<file path="config.mk">
export PLATFORM = sky130hd
export DESIGN_NAME = dual_input_charge_arbiter_core
export DESIGN_NICKNAME = d
export VERILOG_FILES = /design/src/rtl/core/dica_pkg.sv /design/src/rtl/core/dica_csr_regs.sv /design/src/rtl/core/dica_arb_step.sv /design/src/rtl/core/dual_input_charge_arbiter_core.sv
export VERILOG_INCLUDE_DIRS = /design/src /design/src/rtl/core
export SDC_FILE = /design/constraint.sdc
export NUM_CORES = 1
export LEC_CHECK = 0
export ABC_AREA = 1
export BUFFER_PORTS_ARGS = -buffer_cell sky130_fd_sc_hd__buf_4
export CORE_MARGIN = 3
export CORE_UTILIZATION = 43
export CTS_BUF_LIST = sky130_fd_sc_hd__clkbuf_8
export CTS_CLUSTER_DIAMETER = 100
export DETAILED_ROUTE_END_ITERATION = 10
export PLACE_DENSITY = 0.68
export RECOVER_POWER = 25
export SKIP_LAST_GASP = 1
export SYNTH_ARGS = -nofsm -noshare
export SYNTH_HDL_FRONTEND = slang
export SYNTH_HIERARCHICAL = 1
export SYNTH_SLANG_ARGS = --single-unit
</file>
<file path="constraint.sdc">
create_clock -name clock -period 3.3 [get_ports clock]
set_clock_uncertainty 0.2 [all_clocks]
set_input_delay 0.33 -clock clock [delete_from_list [all_inputs] [get_ports clock]]
set_output_delay 0.33 -clock clock [all_outputs]
set_load 0.005 [all_outputs]
</file>
<file path="src/rtl/core/assert_macros.svh">
// Assertion macros shared by the charge arbiter RTL.
// No dependencies; files that assert include this header by name.
`ifndef ASSERT_MACROS_SVH
`define ASSERT_MACROS_SVH
`ifndef NO_ASSERTIONS
// Property checked on every rising clock edge outside reset.
`define ASSERT_SYNC(lbl, clk, rst, prop) \
   lbl: assert property (@(posedge clk) disable iff (rst) (prop)) \
      else $error("assertion failed");
// Property checked on every rising clock edge, reset included.
`define ASSERT_ALWAYS(lbl, clk, prop) \
   lbl: assert property (@(posedge clk) (prop)) \
      else $error("assertion failed");
`else
`define ASSERT_SYNC(lbl, clk, rst, prop)
`define ASSERT_ALWAYS(lbl, clk, prop)
`endif
`endif

</file>
<file path="src/rtl/core/dica_pkg.sv">
// Types, codes and reset constants for the dual-input charge arbiter.
// No dependencies; imported by every module of the block.
package dica_pkg;

   localparam int CUR_W     = 12;
   localparam int CSR_IDX_W = 1;

   // Event kinds carried in req_tuser
   typedef enum logic [1:0] {
      ACT_VBUS  = 2'd0,
      ACT_OTG   = 2'd1,
      ACT_TCOTG = 2'd2,
      ACT_ROUTE = 2'd3
   } action_type;

   // Trigger sources of a vbus sample; the spare code is always ignored
   localparam logic [1:0] SRC_MAG   = 2'd0;
   localparam logic [1:0] SRC_TYPEC = 2'd1;
   localparam logic [1:0] SRC_TIMER = 2'd2;
   localparam logic [1:0] SRC_NONE  = 2'd3;

   // Mode codes
   localparam logic [2:0] MODE_IDLE     = 3'd0;
   localparam logic [2:0] MODE_EXT_OTG  = 3'd1;
   localparam logic [2:0] MODE_TC_OTG   = 3'd2;
   localparam logic [2:0] MODE_MAG_CHG  = 3'd3;
   localparam logic [2:0] MODE_TC_CHG   = 3'd4;
   localparam logic [2:0] MODE_BOTH_CHG = 3'd5;

   // Register indexes
   localparam logic [CSR_IDX_W-1:0] CSR_NORMAL_CURRENT = 1'd0;
   localparam logic [CSR_IDX_W-1:0] CSR_DOUBLE_CURRENT = 1'd1;

   localparam logic [CUR_W-1:0] NORMAL_CURRENT_RST = 12'd2000;
   localparam logic [CUR_W-1:0] DOUBLE_CURRENT_RST = 12'd500;

   typedef struct packed {
      logic [CUR_W-1:0] normal_current_ma;
      logic [CUR_W-1:0] double_input_current_ma;
   } cfg_type;

   typedef struct packed {
      action_type action;
      logic [1:0] trigger_source;
      logic       mag_vbus;
      logic       typec_vbus;
      logic       otg_id_high;
      logic       host_otg_present;
      logic       enable;
   } item_type;

   typedef struct packed {
      logic [2:0]       mode;
      logic             data_switch;
      logic             boost_write;
      logic             boost_on;
      logic             current_write;
      logic [CUR_W-1:0] current_limit_ma;
      logic             force_recharge;
      logic             rerun_detect;
      logic             recheck_otg;
      logic             notify;
      logic             refused;
   } result_type;

   typedef struct packed {
      logic mag_input_valid;
      logic typec_input_valid;
      logic ext_otg_active;
      logic typec_otg_active;
      logic mag_data_routed;
      logic ext_otg_seen;
      logic mag_event_enabled;
      logic typec_event_enabled;
      logic data_switch_level;
   } state_type;

   localparam state_type STATE_RST = '{
      mag_input_valid:     1'b0,
      typec_input_valid:   1'b0,
      ext_otg_active:      1'b0,
      typec_otg_active:    1'b0,
      mag_data_routed:     1'b0,
      ext_otg_seen:        1'b0,
      mag_event_enabled:   1'b1,
      typec_event_enabled: 1'b1,
      data_switch_level:   1'b0
   };

endpackage

</file>
<file path="src/rtl/core/dica_csr_regs.sv">
// Current limit registers of the charge arbiter.
// Depends on dica_pkg.
module dica_csr_regs (
   input  logic                                clock,
   input  logic                                reset,
   input  logic                                csr_valid,
   output logic                                csr_ready,
   input  logic [dica_pkg::CSR_IDX_W-1:0]      csr_index,
   input  logic [dica_pkg::CUR_W-1:0]          csr_data,
   output dica_pkg::cfg_type                   cfg
);
   import dica_pkg::*;

   cfg_type cfg_ff;
   cfg_type cfg_in;

   assign csr_ready = 1'b1;
   assign cfg       = cfg_ff;

   // Decode the write beat
   always_comb begin
      cfg_in = cfg_ff;
      if (csr_valid) begin
         unique case (csr_index)
            CSR_NORMAL_CURRENT: cfg_in.normal_current_ma       = csr_data;
            CSR_DOUBLE_CURRENT: cfg_in.double_input_current_ma = csr_data;
            default:            cfg_in = cfg_ff;
         endcase
      end
   end

   always_ff @(posedge clock) begin
      if (reset) begin
         cfg_ff.normal_current_ma       <= NORMAL_CURRENT_RST;
         cfg_ff.double_input_current_ma <= DOUBLE_CURRENT_RST;
      end else begin
         cfg_ff <= cfg_in;
      end
   end

endmodule

</file>
<file path="src/rtl/core/dica_arb_step.sv">
// Event evaluation of the charge arbiter: next state and result for one beat.
// Depends on dica_pkg; purely combinational.
module dica_arb_step (
   input  dica_pkg::state_type  st_cur,
   input  dica_pkg::item_type   item,
   input  dica_pkg::cfg_type    cfg,
   output dica_pkg::state_type  st_next,
   output dica_pkg::result_type res
);
   import dica_pkg::*;

   always_comb begin
      logic take;
      logic ext_a;
      logic tc_a;
      logic redetect_due;
      logic host;

      st_next      = st_cur;
      res          = '0;
      take         = 1'b0;
      ext_a        = item.mag_vbus & ~st_cur.ext_otg_active;
      tc_a         = item.typec_vbus & ~st_cur.typec_otg_active;
      redetect_due = 1'b0;
      host         = ~item.otg_id_high;

      unique case (item.action)
         ACT_VBUS: begin
            // Gate the sample by its source mask; magnetic samples are also dropped under ext otg
            case (item.trigger_source)
               SRC_MAG:   take = st_cur.mag_event_enabled & ~st_cur.ext_otg_active;
               SRC_TYPEC: take = st_cur.typec_event_enabled;
               SRC_TIMER: take = 1'b1;
               default:   take = 1'b0;
            endcase
            if (take && !(item.mag_vbus == st_cur.mag_input_valid &&
                          item.typec_vbus == st_cur.typec_input_valid)) begin
               // Type-C power arriving under ext otg: drop the boost
               if (st_cur.ext_otg_active && tc_a) begin
                  res.boost_write           = 1'b1;
                  res.boost_on              = 1'b0;
                  res.recheck_otg           = 1'b1;
                  st_next.ext_otg_seen      = 1'b0;
                  st_next.mag_event_enabled = 1'b1;
               end
               redetect_due = st_cur.mag_input_valid & st_cur.typec_input_valid &
                              (ext_a ^ tc_a);
               res.current_limit_ma = cfg.normal_current_ma;
               if (!redetect_due && ext_a && tc_a &&
                   (st_cur.mag_input_valid != st_cur.typec_input_valid)) begin
                  res.current_limit_ma = cfg.double_input_current_ma;
               end
               st_next.mag_input_valid   = ext_a;
               st_next.typec_input_valid = tc_a;
               // Double-to-single transition
               if (redetect_due) begin
                  res.force_recharge = ext_a & ~tc_a;
                  if (!st_cur.ext_otg_active && !ext_a) begin
                     st_next.data_switch_level = 1'b0;
                     res.rerun_detect          = 1'b1;
                  end
               end
               res.current_write = 1'b1;
               res.notify        = 1'b1;
            end
         end
         ACT_OTG: begin
            if ((host != st_cur.ext_otg_seen) ||
                (!st_cur.ext_otg_seen && st_cur.ext_otg_active)) begin
               if (!st_cur.typec_otg_active && !item.host_otg_present) begin
                  if (host) begin
                     st_next.mag_event_enabled = 1'b0;
                     st_next.mag_input_valid   = 1'b0;
                  end else begin
                     st_next.mag_event_enabled = 1'b1;
                  end
                  st_next.data_switch_level = host;
                  st_next.ext_otg_active    = host;
                  res.boost_write           = 1'b1;
                  res.boost_on              = host;
                  res.notify                = 1'b1;
               end
               st_next.ext_otg_seen = host;
            end
         end
         ACT_TCOTG: begin
            res.notify = 1'b1;
            if (st_cur.ext_otg_active) begin
               res.refused = 1'b1;
            end else begin
               if (item.enable) begin
                  st_next.typec_event_enabled = 1'b0;
                  st_next.data_switch_level   = 1'b0;
                  st_next.typec_input_valid   = 1'b0;
               end else begin
                  st_next.typec_event_enabled = 1'b1;
               end
               st_next.typec_otg_active = item.enable;
            end
         end
         ACT_ROUTE: begin
            if (item.enable && (st_cur.ext_otg_active || st_cur.typec_otg_active ||
                                st_cur.typec_input_valid)) begin
               res.refused = 1'b1;
            end else begin
               st_next.data_switch_level = item.enable;
               st_next.mag_data_routed   = item.enable;
            end
         end
         default: st_next = st_cur;
      endcase

      // Mode and data switch as they stand after the event
      if (st_next.ext_otg_active)
         res.mode = MODE_EXT_OTG;
      else if (st_next.typec_otg_active)
         res.mode = MODE_TC_OTG;
      else if (st_next.mag_input_valid && st_next.typec_input_valid)
         res.mode = MODE_BOTH_CHG;
      else if (st_next.mag_input_valid)
         res.mode = MODE_MAG_CHG;
      else if (st_next.typec_input_valid)
         res.mode = MODE_TC_CHG;
      else
         res.mode = MODE_IDLE;
      res.data_switch = st_next.data_switch_level;
   end

endmodule

</file>
<file path="src/rtl/core/dual_input_charge_arbiter_core.sv">
// Dual-input charge arbiter, top level: input register, event logic, result register.
// Two stages: a beat goes from the input register to the result register, then rsp_tdata.
// Throughput: one beat per cycle while rsp_tready does not stall the result register; the
// arbiter state updates as a beat leaves the input register, so the next beat sees it in the following cycle.
// Reset (synchronous, active high) restores the power-up state and current limits.
// Depends on dica_pkg, dica_csr_regs, dica_arb_step and assert_macros.svh.
`include "assert_macros.svh"
module dual_input_charge_arbiter_core (
   input  logic                           clock,
   input  logic                           reset,
   // Input events
   input  logic                           req_tvalid,
   output logic                           req_tready,
   // [1:0] trigger_source, [2] mag_vbus, [3] typec_vbus, [4] otg_id_high,
   // [5] host_otg_present, [6] enable, [7] zero
   input  logic [7:0]                     req_tdata,
   // [1:0] action
   input  logic [1:0]                     req_tuser,
   // Results
   output logic                           rsp_tvalid,
   input  logic                           rsp_tready,
   // [2:0] mode, [3] data_switch, [4] boost_write, [5] boost_on, [6] current_write,
   // [18:7] current_limit_ma, [19] force_recharge, [20] rerun_detect,
   // [21] recheck_otg, [22] notify, [23] refused
   output logic [23:0]                    rsp_tdata,
   // Configuration writes
   input  logic                           csr_valid,
   output logic                           csr_ready,
   input  logic [dica_pkg::CSR_IDX_W-1:0] csr_index,
   input  logic [dica_pkg::CUR_W-1:0]     csr_data
);
   import dica_pkg::*;

   cfg_type    cfg;
   item_type   req_item;
   item_type   in_item_ff;
   logic       in_vld_ff;
   state_type  st_ff;
   state_type  st_in;
   result_type step_res;
   result_type out_res_ff;
   logic       out_vld_ff;
   logic       fire;

   dica_csr_regs u_csr (
      .clock     (clock),
      .reset     (reset),
      .csr_valid (csr_valid),
      .csr_ready (csr_ready),
      .csr_index (csr_index),
      .csr_data  (csr_data),
      .cfg       (cfg)
   );

   dica_arb_step u_step (
      .st_cur  (st_ff),
      .item    (in_item_ff),
      .cfg     (cfg),
      .st_next (st_in),
      .res     (step_res)
   );

   // Unpack the request beat
   assign req_item.action           = action_type'(req_tuser);
   assign req_item.trigger_source   = req_tdata[1:0];
   assign req_item.mag_vbus         = req_tdata[2];
   assign req_item.typec_vbus       = req_tdata[3];
   assign req_item.otg_id_high      = req_tdata[4];
   assign req_item.host_otg_present = req_tdata[5];
   assign req_item.enable           = req_tdata[6];

   // Advance when the result register is free or being drained
   assign fire       = in_vld_ff & (~out_vld_ff | rsp_tready);
   assign req_tready = ~in_vld_ff | fire;

   always_ff @(posedge clock) begin
      if (reset) begin
         in_vld_ff <= 1'b0;
      end else if (req_tready) begin
         in_vld_ff <= req_tvalid;
      end
   end

   always_ff @(posedge clock) begin
      if (req_tready && req_tvalid) begin
         in_item_ff <= req_item;
      end
   end

   // Commit the arbiter state with each evaluated beat
   always_ff @(posedge clock) begin
      if (reset) begin
         st_ff <= STATE_RST;
      end else if (fire) begin
         st_ff <= st_in;
      end
   end

   // Hold the result until taken
   always_ff @(posedge clock) begin
      if (reset) begin
         out_vld_ff <= 1'b0;
      end else if (fire) begin
         out_vld_ff <= 1'b1;
      end else if (rsp_tready) begin
         out_vld_ff <= 1'b0;
      end
   end

   always_ff @(posedge clock) begin
      if (fire) begin
         out_res_ff <= step_res;
      end
   end

   // Pack the result beat
   assign rsp_tvalid = out_vld_ff;
   assign rsp_tdata  = {out_res_ff.refused,
                        out_res_ff.notify,
                        out_res_ff.recheck_otg,
                        out_res_ff.rerun_detect,
                        out_res_ff.force_recharge,
                        out_res_ff.current_limit_ma,
                        out_res_ff.current_write,
                        out_res_ff.boost_on,
                        out_res_ff.boost_write,
                        out_res_ff.data_switch,
                        out_res_ff.mode};

   // The two otg paths never run together
   `ASSERT_SYNC(a_otg_exclusive, clock, reset, !(st_ff.ext_otg_active && st_ff.typec_otg_active))
   // Ext otg keeps the magnetic input marked absent
   `ASSERT_SYNC(a_ext_otg_no_mag, clock, reset, st_ff.ext_otg_active |-> !st_ff.mag_input_valid)
   // Type-C otg keeps the Type-C input marked absent
   `ASSERT_SYNC(a_tc_otg_no_tc, clock, reset, st_ff.typec_otg_active |-> !st_ff.typec_input_valid)
   // An evaluated beat always lands in the result register
   `ASSERT_SYNC(a_fire_loads, clock, reset, fire |=> out_vld_ff)
   // A current update is always reported to software
   `ASSERT_SYNC(a_cur_notify, clock, reset, (out_vld_ff && out_res_ff.current_write) |-> out_res_ff.notify)

endmodule
</file>
==> impl_metrics.ini <==
[floorplan]
die_h_um = 91.4
start_util_pct = 45.2
num_io_pins = 55
die_area_um2 = 8350
placementRows = 30
die_w_um = 91.4
coreArea_um2 = 6940

[synthesis]
yosys_warnings = 6
synth.avg_cell_area_um2 = 8.66
syn_area_um2 = 3140
postSynthCellCount = 362
synthesis.nets = 392

[timing]
max_slew.worst_pin.slew_ns = 0.897
fin_crit_ns = 2.69
setup_tns_ns = 0
rsz0062_at_grt = false
slew_headroom_pct = 40.2
drv_slew = 0
setup_violations = 0
fin_ws_ns = 0.615
period_share_pct = 81.4
hold_violations = 0
max_freq_mhz = 372

[final_layout]
drive_above_1_share_pct = 22.9
instances_no_fill = 528
nFillCells = 652
area_growth_pct = 22.6
final_common_cell = nand2_1
n_antenna_cell = 0
layout_common_cells = nand2_1, nand3_1, nor2_1, dfxtp_1
final_nets = 457

[route]
first_pass_iters = 4
drc_errors = 0
wirelength_mm = 6.62
vias = 2539
initialDrtViolationCount = 194
wl_per_cell_um = 12.5
postRouteAntennaNets = 0
avgViaCountPerCell = 4.81

[cts]
cts_buffer_depth = 2
clkLatencyLatePin_ns = 0.34
cts.sinks = 67
cts_setup_buffers = 0
root_buffer = clkbuf_8
h-tree-depth = 3
clkSlewWorstSetupHoldPaths_ns = 0.07
holdBufCountCts = 16
numCtsBuffers = 9
cts_tree = built
cts_resized = 0

[global_route]
antenna_found_initial = 0
grt.overflow.total = 0
track_usage_pct = 16.8
grt_max_degree = 25
grt_pass1_wl_mm = 11.2
grt_pass1_vias = 2408

[worst_setup_path]
path_common_cell = nor2_1
cp.arrival_ns = 2.57
slowest_stage = nor2_1
cp_cell_sequence = inv_1 -> nor2_1 -> ha_1 -> nor2_1 -> nor2_1 -> nand3_1 -> nand2_1 -> a21oi_1
cp.required_ns = 3.18
cp-end-kind = register
rr_worst_depth = 8
crit_type = register to register
critPathMaxStageDelay_ns = 0.55
start_kind = register
path_max_fanout = 13

[placed_design]
place_congestion = 0.876
hpwl_mm = 4.82
dp_cells = 496
portBuffers = 52
dpl_worst_slack_ns = 0.682

[power]
p_per_area_nw_per_um2 = 462
power_mw = 1.78
leakage_nw = 1.70
peakVddDrop_uv = 220

[worst_hold_path]
min_path_type = input port to register
min_path_cells = 3

[flow_run]
cap_violations = 0

[outcome]
status = finished, final reports clean
## final cells by class
cell class	count	area, µm²	area share [%]
sequential	67	1670	43.5
multi-input combinational	234	1160	30.3
timing repair buffer	70	558	14.5
inverter	45	169	4.39
clock buffer	9	124	3.22
tap	96	120	3.12
clock inverter	7	36.3	0.944
## power by group
group / total [mW] / switching, mW / internal [mW] / leakage (nW)
sequential: 0.960 / 0.0331 / 0.927 / 0.600
combinational: 0.261 / 0.150 / 0.111 / 1.02
clock: 0.556 / 0.294 / 0.261 / 0.0813
total: 1.78 / 0.478 / 1.30 / 1.70
## routing by layer
metal	global-route usage, %	vias up	share of wire, %
met5	0	-	0
met4	7.16	0	1.5
met3	4.31	7	5.1
met2	24.7	72	43
met1	23.5	1139	50
li1	-	1321	-
## final timing paths
kind / from / to / slack, ns
max: in_item_ff[4]$_DFFE_PP_ / rsp_tdata[13]$_DFFE_PP_ / 0.61
min: csr_data[10] / u_csr/cfg[22]$_SDFFE_PP1P_ / 0.03
max reg2reg: in_item_ff[4]$_DFFE_PP_ / rsp_tdata[13]$_DFFE_PP_ / 0.61
min reg2reg: u_csr/cfg[19]$_SDFFE_PP1P_ / u_csr/cfg[19]$_SDFFE_PP1P_ / 0.27
## worst max-delay path: cells and delay by family (launching register included)
kind | cells | cell delay [ns]
simple gates | 5 | 1.37
flops | 1 | 0.38
compound gates | 1 | 0.08
fa+ha+maj | 1 | 0.28
buf+inv | 1 | 0.12
## per-stage QoR
stage               util (%)  hold slack [ns]  instance area, µm²
global placement        51.0            0.249                3540
floorplan                  -            0.192                3140
CTS                     55.6           0.0196                3860
detailed placement      51.0            0.248                3540
global route            55.4           0.0283                3840
finish                  55.4           0.0297                3840
## sequential cells by signal, indices dropped and copies added, names as in the netlist
signal	cells
rsp_tdata	24
u_csr/cfg	24
in_item_ff	9
st_ff	8
in_vld_ff	1
rsp_tvalid	1
Power figures use the tool's default switching activity.
